--- src/hw/rtl/lcdt_pkg.sv ---
// Shared types and constants for the LCD mode and scan-line timing core.
// Used by lcd_mode_line_timing_core and its port checker.
// No dependencies.
`timescale 1ns / 1ps

package lcdt_pkg;

  // Frame geometry
  localparam logic [7:0] VISIBLE_LINES = 8'd144;
  localparam logic [7:0] FINAL_LINE    = 8'd153;

  // Last phase of each mode (mode length minus one)
  localparam logic [6:0] LEN_HBLANK = 7'd50;
  localparam logic [6:0] LEN_VBLANK = 7'd113;
  localparam logic [6:0] LEN_SEARCH = 7'd19;
  localparam logic [6:0] LEN_DRAW   = 7'd42;

  // STAT mode bit codes
  localparam logic [1:0] STAT_HBLANK = 2'd0;
  localparam logic [1:0] STAT_VBLANK = 2'd1;
  localparam logic [1:0] STAT_SEARCH = 2'd2;
  localparam logic [1:0] STAT_DRAW   = 2'd3;

  // Configuration register indexes
  localparam logic [7:0] CFG_HBLANK_IRQ_EN  = 8'd0;
  localparam logic [7:0] CFG_VBLANK_IRQ_EN  = 8'd1;
  localparam logic [7:0] CFG_OAM_IRQ_EN     = 8'd2;
  localparam logic [7:0] CFG_COINC_IRQ_EN   = 8'd3;

  // Input word, first field in the highest bits
  typedef struct packed {
    logic [6:0] pad;
    logic [7:0] line_compare;
    logic       display_enable;
  } in_word_t;

  // Result word, first field in the highest bits
  typedef struct packed {
    logic       begin_drawing;
    logic       begin_search;
    logic       status_irq;
    logic       vblank_irq;
    logic       coincidence_flag;
    logic       display_running;
    logic [1:0] status_mode;
    logic [7:0] current_line;
  } out_word_t;

endpackage

--- src/hw/rtl/lcd_mode_line_timing_core.sv ---
// LCD mode and scan-line timing core: one request per machine-cycle tick.
// The result is registered and appears on the master side in the cycle after the request is accepted.
// 1 request per cycle unless a result stalls; the register frees as it is taken.
// The mode, phase and line registers advance once per accepted request.
// Reset (rst, synchronous, active high): sequencer stopped at line 0,
// interrupt enables cleared, result register empty.
`timescale 1ns / 1ps

module lcd_mode_line_timing_core (
  input  logic        clk,
  input  logic        rst,
  // Configuration writes
  input  logic        cfg_valid,
  output logic        cfg_ready,
  input  logic [7:0]  cfg_index,
  input  logic        cfg_data,
  // Tick requests
  input  logic        s_axis_tvalid,
  output logic        s_axis_tready,
  // [0] display_enable, [8:1] line_compare, [15:9] zero
  input  logic [15:0] s_axis_tdata,
  // Results
  output logic        m_axis_tvalid,
  input  logic        m_axis_tready,
  // [7:0] current_line, [9:8] status_mode, [10] display_running,
  // [11] coincidence_flag, [12] vblank_irq, [13] status_irq,
  // [14] begin_search, [15] begin_drawing
  output logic [15:0] m_axis_tdata
);
  import lcdt_pkg::*;

  typedef enum logic [2:0] {
    SEQ_HBLANK  = 3'd0,
    SEQ_VBLANK  = 3'd1,
    SEQ_SEARCH  = 3'd2,
    SEQ_DRAW    = 3'd3,
    SEQ_STOPPED = 3'd4
  } seq_mode_t;

  // Configuration registers
  logic hblank_irq_enable;
  logic vblank_stat_irq_enable;
  logic oam_irq_enable;
  logic coincidence_irq_enable;

  // Sequencer state
  seq_mode_t  seq_mode, seq_mode_next;
  logic [6:0] phase_count, phase_count_next;
  logic [6:0] phase_limit, phase_limit_next;
  logic [7:0] line_count, line_count_next;
  logic [1:0] mode_bits, mode_bits_next;
  logic       coincidence_bit, coincidence_bit_next;

  // Result register
  logic       out_valid;
  out_word_t  out_word, out_word_next;

  in_word_t   in_word;
  logic       accept;
  logic       go;
  logic [6:0] phase_cur;
  logic       enter;
  seq_mode_t  enter_mode;
  logic       p_vblank, p_status, p_search, p_draw;

  assign in_word       = in_word_t'(s_axis_tdata);
  assign cfg_ready     = 1'b1;
  assign s_axis_tready = !out_valid || m_axis_tready;
  assign accept        = s_axis_tvalid && s_axis_tready;
  assign m_axis_tvalid = out_valid;
  assign m_axis_tdata  = out_word;

  // Pick the next mode, phase and line for this tick
  always_comb begin
    seq_mode_next        = seq_mode;
    phase_count_next     = phase_count;
    phase_limit_next     = phase_limit;
    line_count_next      = line_count;
    mode_bits_next       = mode_bits;
    coincidence_bit_next = coincidence_bit;
    go                   = 1'b0;
    phase_cur            = phase_count;
    enter                = 1'b0;
    enter_mode           = SEQ_SEARCH;
    p_vblank             = 1'b0;
    p_status             = 1'b0;
    p_search             = 1'b0;
    p_draw               = 1'b0;

    // Start, stop or run
    if (seq_mode == SEQ_STOPPED) begin
      if (in_word.display_enable) begin
        go        = 1'b1;
        phase_cur = '0;
      end
    end else if (!in_word.display_enable) begin
      seq_mode_next = SEQ_STOPPED;
    end else begin
      go = 1'b1;
    end

    // Mode transitions at phase zero
    if (go && phase_cur == '0) begin
      case (seq_mode)
        SEQ_STOPPED: begin
          line_count_next = '0;
          enter           = 1'b1;
          enter_mode      = SEQ_SEARCH;
        end
        SEQ_HBLANK: begin
          line_count_next = line_count + 8'd1;
          enter           = 1'b1;
          enter_mode      = (line_count_next < VISIBLE_LINES) ? SEQ_SEARCH : SEQ_VBLANK;
        end
        SEQ_VBLANK: begin
          if (line_count < FINAL_LINE) begin
            line_count_next = line_count + 8'd1;
          end else begin
            line_count_next = '0;
            enter           = 1'b1;
            enter_mode      = SEQ_SEARCH;
          end
        end
        SEQ_SEARCH: begin
          enter      = 1'b1;
          enter_mode = SEQ_DRAW;
        end
        default: begin
          enter      = 1'b1;
          enter_mode = SEQ_HBLANK;
        end
      endcase
    end

    // Mode entry: limits, mode bits, coincidence check and pulses
    if (enter) begin
      seq_mode_next  = enter_mode;
      mode_bits_next = enter_mode[1:0];
      case (enter_mode)
        SEQ_HBLANK: begin
          phase_limit_next = LEN_HBLANK;
          p_status         = hblank_irq_enable;
        end
        SEQ_VBLANK: begin
          phase_limit_next     = LEN_VBLANK;
          coincidence_bit_next = (line_count_next == in_word.line_compare);
          p_vblank             = 1'b1;
          p_status             = vblank_stat_irq_enable
                                 || (coincidence_bit_next && coincidence_irq_enable);
        end
        SEQ_SEARCH: begin
          phase_limit_next     = LEN_SEARCH;
          coincidence_bit_next = (line_count_next == in_word.line_compare);
          p_search             = 1'b1;
          p_status             = oam_irq_enable
                                 || (coincidence_bit_next && coincidence_irq_enable);
        end
        default: begin
          phase_limit_next = LEN_DRAW;
          p_draw           = 1'b1;
        end
      endcase
    end

    // Advance the phase, wrapping after the limit
    if (go) begin
      phase_count_next = (phase_cur >= phase_limit_next) ? '0 : phase_cur + 7'd1;
    end

    out_word_next.current_line     = line_count_next;
    out_word_next.status_mode      = mode_bits_next;
    out_word_next.display_running  = (seq_mode_next != SEQ_STOPPED);
    out_word_next.coincidence_flag = coincidence_bit_next;
    out_word_next.vblank_irq       = p_vblank;
    out_word_next.status_irq       = p_status;
    out_word_next.begin_search     = p_search;
    out_word_next.begin_drawing    = p_draw;
  end

  // Hold sequencer, configuration and result state
  always_ff @(posedge clk) begin
    if (rst) begin
      hblank_irq_enable      <= 1'b0;
      vblank_stat_irq_enable <= 1'b0;
      oam_irq_enable         <= 1'b0;
      coincidence_irq_enable <= 1'b0;
      seq_mode               <= SEQ_STOPPED;
      phase_count            <= '0;
      phase_limit            <= '0;
      line_count             <= '0;
      mode_bits              <= '0;
      coincidence_bit        <= 1'b0;
      out_valid              <= 1'b0;
    end else begin
      if (cfg_valid && cfg_ready) begin
        case (cfg_index)
          CFG_HBLANK_IRQ_EN: hblank_irq_enable      <= cfg_data;
          CFG_VBLANK_IRQ_EN: vblank_stat_irq_enable <= cfg_data;
          CFG_OAM_IRQ_EN:    oam_irq_enable         <= cfg_data;
          CFG_COINC_IRQ_EN:  coincidence_irq_enable <= cfg_data;
          default: ;
        endcase
      end
      if (accept) begin
        seq_mode        <= seq_mode_next;
        phase_count     <= phase_count_next;
        phase_limit     <= phase_limit_next;
        line_count      <= line_count_next;
        mode_bits       <= mode_bits_next;
        coincidence_bit <= coincidence_bit_next;
        out_valid       <= 1'b1;
      end else if (m_axis_tready) begin
        out_valid <= 1'b0;
      end
    end
  end

  // Load the result word
  always_ff @(posedge clk) begin
    if (accept) begin
      out_word <= out_word_next;
    end
  end

endmodule

--- config.mk ---
export PLATFORM = sky130hd
export DESIGN_NAME = lcd_mode_line_timing_core
export DESIGN_NICKNAME = d
export VERILOG_FILES = /design/src/hw/rtl/lcdt_pkg.sv /design/src/hw/rtl/lcd_mode_line_timing_core.sv
export SDC_FILE = /design/constraint.sdc
export NUM_CORES = 1
export LEC_CHECK = 0
export ABC_AREA = 1
export BUFFER_PORTS_ARGS = -buffer_cell sky130_fd_sc_hd__buf_2
export CORE_AREA = 5 5 111 61
export CTS_BUF_LIST = sky130_fd_sc_hd__clkbuf_8
export DETAILED_ROUTE_END_ITERATION = 16
export DIE_AREA = 0 0 116 66
export PLACE_DENSITY = 0.79
export SYNTH_ARGS = -nofsm -noshare
export SYNTH_HDL_FRONTEND = slang
export SYNTH_SLANG_ARGS = --single-unit
--- constraint.sdc ---
create_clock -name clk -period 4.02 [get_ports clk]
set_clock_uncertainty 0.05 [all_clocks]
set_input_delay 0.804 -clock clk [delete_from_list [all_inputs] [get_ports clk]]
set_output_delay 0.804 -clock clk [all_outputs]
set_load 0.05 [all_outputs]
==> metrics.md <==
| Metric | Value |
|---|---|
| Leakage | 1.83 nW |
| Final setup TNS | 0 ps |
| Max frequency | 265 MHz |
| Fin. max-slew vios | 0 |
| Wire length on met2 | 2950 um |
| Pwr Total | 1.39 mW |
| Worst slack, placed | 53.2 ps |
| Final Worst Setup Slack | 251 ps |
| Drt pass-1 iters | 5 |
| Nets | 537 |
| Fin cells | 567 |
| Synth cell count leaders | inv_1, nand2_1, dfxtp_1, a21oi_1, o21ai_0 |
| Initial Utilization | 55.7% |
| Met3 Wirelength | 750 um |
| Seq/Total Area, Yosys | 35.6% |
| Synth Area in Simple Gates | 29.3% |
| Post-synth top flop | dfxtp_1 |
| Die width | 116 um |
| WP data required | 4200 ps |
| Largest family of logic cells by synthesized area | simple AND/OR/NAND/NOR gates |
| CTS Sinks | 49 |
| Die ar. | 0.00766 mm2 |
| Dominant cells by area after synthesis | dfxtp_1, edfxtp_1, inv_1, nand2_1, ha_1 |
| EDFF count, synth | 16 |
| Slew HR | 47.4% |
| CP Capture Type | register |
| Wirelength per Cell | 13.5 um |
| Hold Crit Class | register to register |
| Final min period | 3770 ps |
| CP Launch Type | register |
| RePlAce Congestion | 0.908 |
| Arrival time at the worst endpoint | 3950 ps |
| Core area | 0.00576 mm2 |
| Total track usage | 20.8% |
| Yosys warns | 0 |
| Final worst path period share | 93.8% |
| Unique masters post-synth | 39 |
| Final Hold Slack | 410 ps |
| Layout Area Growth over Synthesis | 14.6% |
| Placed cells | 558 |
| Initial DRC count | 272 |
| Adder-cell share of the synthesized area | 7.03% |
| Clock root buffer | clkbuf_8 |
| CP cell instances | ha_1 -> nand3_1 -> nor2_1 -> xor2_1 -> inv_1 -> nand2_1 -> nand2_1 -> o21ai_1 -> nand4_1 -> inv_1 -> ha_1 -> inv_1 -> nor2_1 -> o21bai_1 -> inv_1 -> ha_1 -> nand2_1 -> inv_1 -> nand4_1 -> o2111ai_1 -> a311o_1 -> a21oi_1 |
| Routed via count | 3,022 |
| Clock Path Buffers | 2 |
| Gate count of the mapped netlist | 438 |
| Fillers | 505 |
| Wl on met1 | 3940 um |
| Critical Path Fanout Max | 4 |
| Final hold viol count | 0 |
| Pwr Density | 378 mW/mm2 |
| DR vias/cell | 5.33 |
| Std cell rows | 20 |
| Post-synth top area share | 20.6% |
| Outcome | finished clean |
| CTS tree | done |
| Mapped Area | 0.00320 mm2 |
| Syn_nets | 486 |
| Routed WL | 7660 um |
| Chip height | 66 um |
| First-pass GRT wire length | 12,600 um |
| DRC viols | 0 |
| Final setup fails | 0 |
| Clk_lat worst skew | 300 ps |
| Cts-stage hold buffer count | 0 |
| Num CTS Buffers | 5 |
| Mux share of post-synthesis cell area | 0.312% |
| Slew @ Worst Pin | 786 ps |
| Reg clk slew, reported paths | 90 ps |
| Ys async rst share | 0% |
| Slowest-stage cell, CP | dfxtp_1 |
| Antenna cells | 0 |
| Crit-path most repeated cell | inv_1 |
| Flops & latches, synth | 49 |
| Synth Area in XOR/XNOR | 1.09% |
| Io pins | 49 |
| DP HPWL | 5850 um |
| Maximum vdd drop | 0.183 mV |
| Initial antenna violation count | 0 |
| # port buffers | 40 |
| Cell taking the most area after synthesis | dfxtp_1 |
| WS Path Type | register to register |
| Mean post-synth cell area | 7.32 um2 |
| Worst path max stage delay | 440 ps |
| Overflow after GRT | 0 |
| Largest net degree at the start of global routing | 27 |
| H-tree Lvls | 2 |
| Vias in the first global route | 2,665 |
| Compound-Gate Fraction of Synth Area | 14.1% |
| Post-route ant nets | 0 |
| Layout cells sized above 1 | 21.8% |
| Uppermost routed layer | met4 |
| Total of max-cap violations | 0 |
[final timing paths]
check	cells past startpoint	startpoint	end	slack, ps
max	22	line_count[1]$_SDFFE_PP0P_	phase_count[5]$_SDFFE_PP0P_	250
min	2	phase_limit[3]$_SDFFE_PP0P_	phase_limit[3]$_SDFFE_PP0P_	410
max reg2reg	22	line_count[1]$_SDFFE_PP0P_	phase_count[5]$_SDFFE_PP0P_	250
min reg2reg	2	phase_limit[3]$_SDFFE_PP0P_	phase_limit[3]$_SDFFE_PP0P_	410
[per-stage QoR]
step                      util (%)  instance area (um2)
final                         63.8                 3670
after floorplan                  -                 3200
after global placement        61.6                 3550
after global routing          63.8                 3670
after CTS                     63.7                 3660
after detailed placement      61.6                 3550
[cell usage in the layout (no fill, tap or decap), types with 2 or more instances in the layout]
master,instances
inv_1,84
nor2_4,3
a31oi_1,5
clkbuf_8,6
xor2_1,4
nand3b_1,3
nand3_1,28
edfxtp_1,16
nand2_2,17
a21oi_1,30
nand4_1,7
inv_2,6
dfxtp_1,33
nand3_2,2
o21bai_1,2
o21ai_1,3
buf_4,16
nor4_1,5
nand2_1,84
a21oi_2,3
nand2_4,5
ha_1,18
o211ai_1,2
nor2_1,19
nand3_4,2
o21ai_2,2
o21ai_0,29
buf_2,40
nor3_1,6
[logic make-up after synthesis]
| group | after synthesis |
|---|---|
| buffers and inverters | 101 |
| adders and majority gates | 18 |
| muxes | 1 |
| DFF | 49 |
| xor gates and xnor gates | 4 |
| and+or+nand+nor | 184 |
| AOI/OAI and AO/OA | 80 |
| other | 1 |
[state kept, by name, summed over array words and instances (netlist names)]
signal / flops
mode_bits: 2
m_axis_tvalid: 1
phase_limit: 7
hblank_irq_enable: 1
line_count: 8
coincidence_bit: 1
oam_irq_enable: 1
m_axis_tdata: 16
seq_mode: 3
coincidence_irq_enable: 1
vblank_stat_irq_enable: 1
phase_count: 7
[cell type report]
| cell class | instances | area [um2] | share of cell area [%] |
|---|---|---|---|
| Tap cell | 77 | 96.3 | 2.62 |
| Clock buffer | 6 | 82.6 | 2.25 |
| Multi-Input combinational cell | 288 | 1660 | 45.3 |
| Timing Repair Buffer | 56 | 320 | 8.73 |
| Clock inverter | 2 | 33.8 | 0.920 |
| Sequential cell | 49 | 1140 | 31.1 |
| Inverter | 89 | 334 | 9.10 |
[report_power, final]
group | switching, mW | internal (mW) | total, mW
registers | 0.0264 | 0.554 | 0.580
logic | 0.302 | 0.138 | 0.439
clock network | 0.166 | 0.201 | 0.366
total | 0.494 | 0.892 | 1.39
[per-layer routing]
| metal | GRT usage (%) | vias up |
|---|---|---|
| met2 | 29.9 | 144 |
| met4 | 2.75 | 0 |
| li1 | - | 1518 |
| met3 | 4.66 | 2 |
| met5 | 0 | - |
| met1 | 32.2 | 1358 |
[critical path, delay by kind of cell, from the launching register on]
| kind | cells | cell delay (ps) |
|---|---|---|
| and+or+nand+nor | 8 | 930 |
| AOI/OAI and AO/OA | 5 | 900 |
| adders and majority gates | 3 | 750 |
| DFF | 1 | 440 |
| buffers and inverters | 5 | 340 |
| xor gates and xnor gates | 1 | 270 |
[what timing repair did]
action / 4_1_cts / 5_1_grt
buffers inserted: 0 / 1
resized for setup: 0 / 1
endpoints found under the setup margin: 0 / 2
Power figures use the tool's default switching activity.
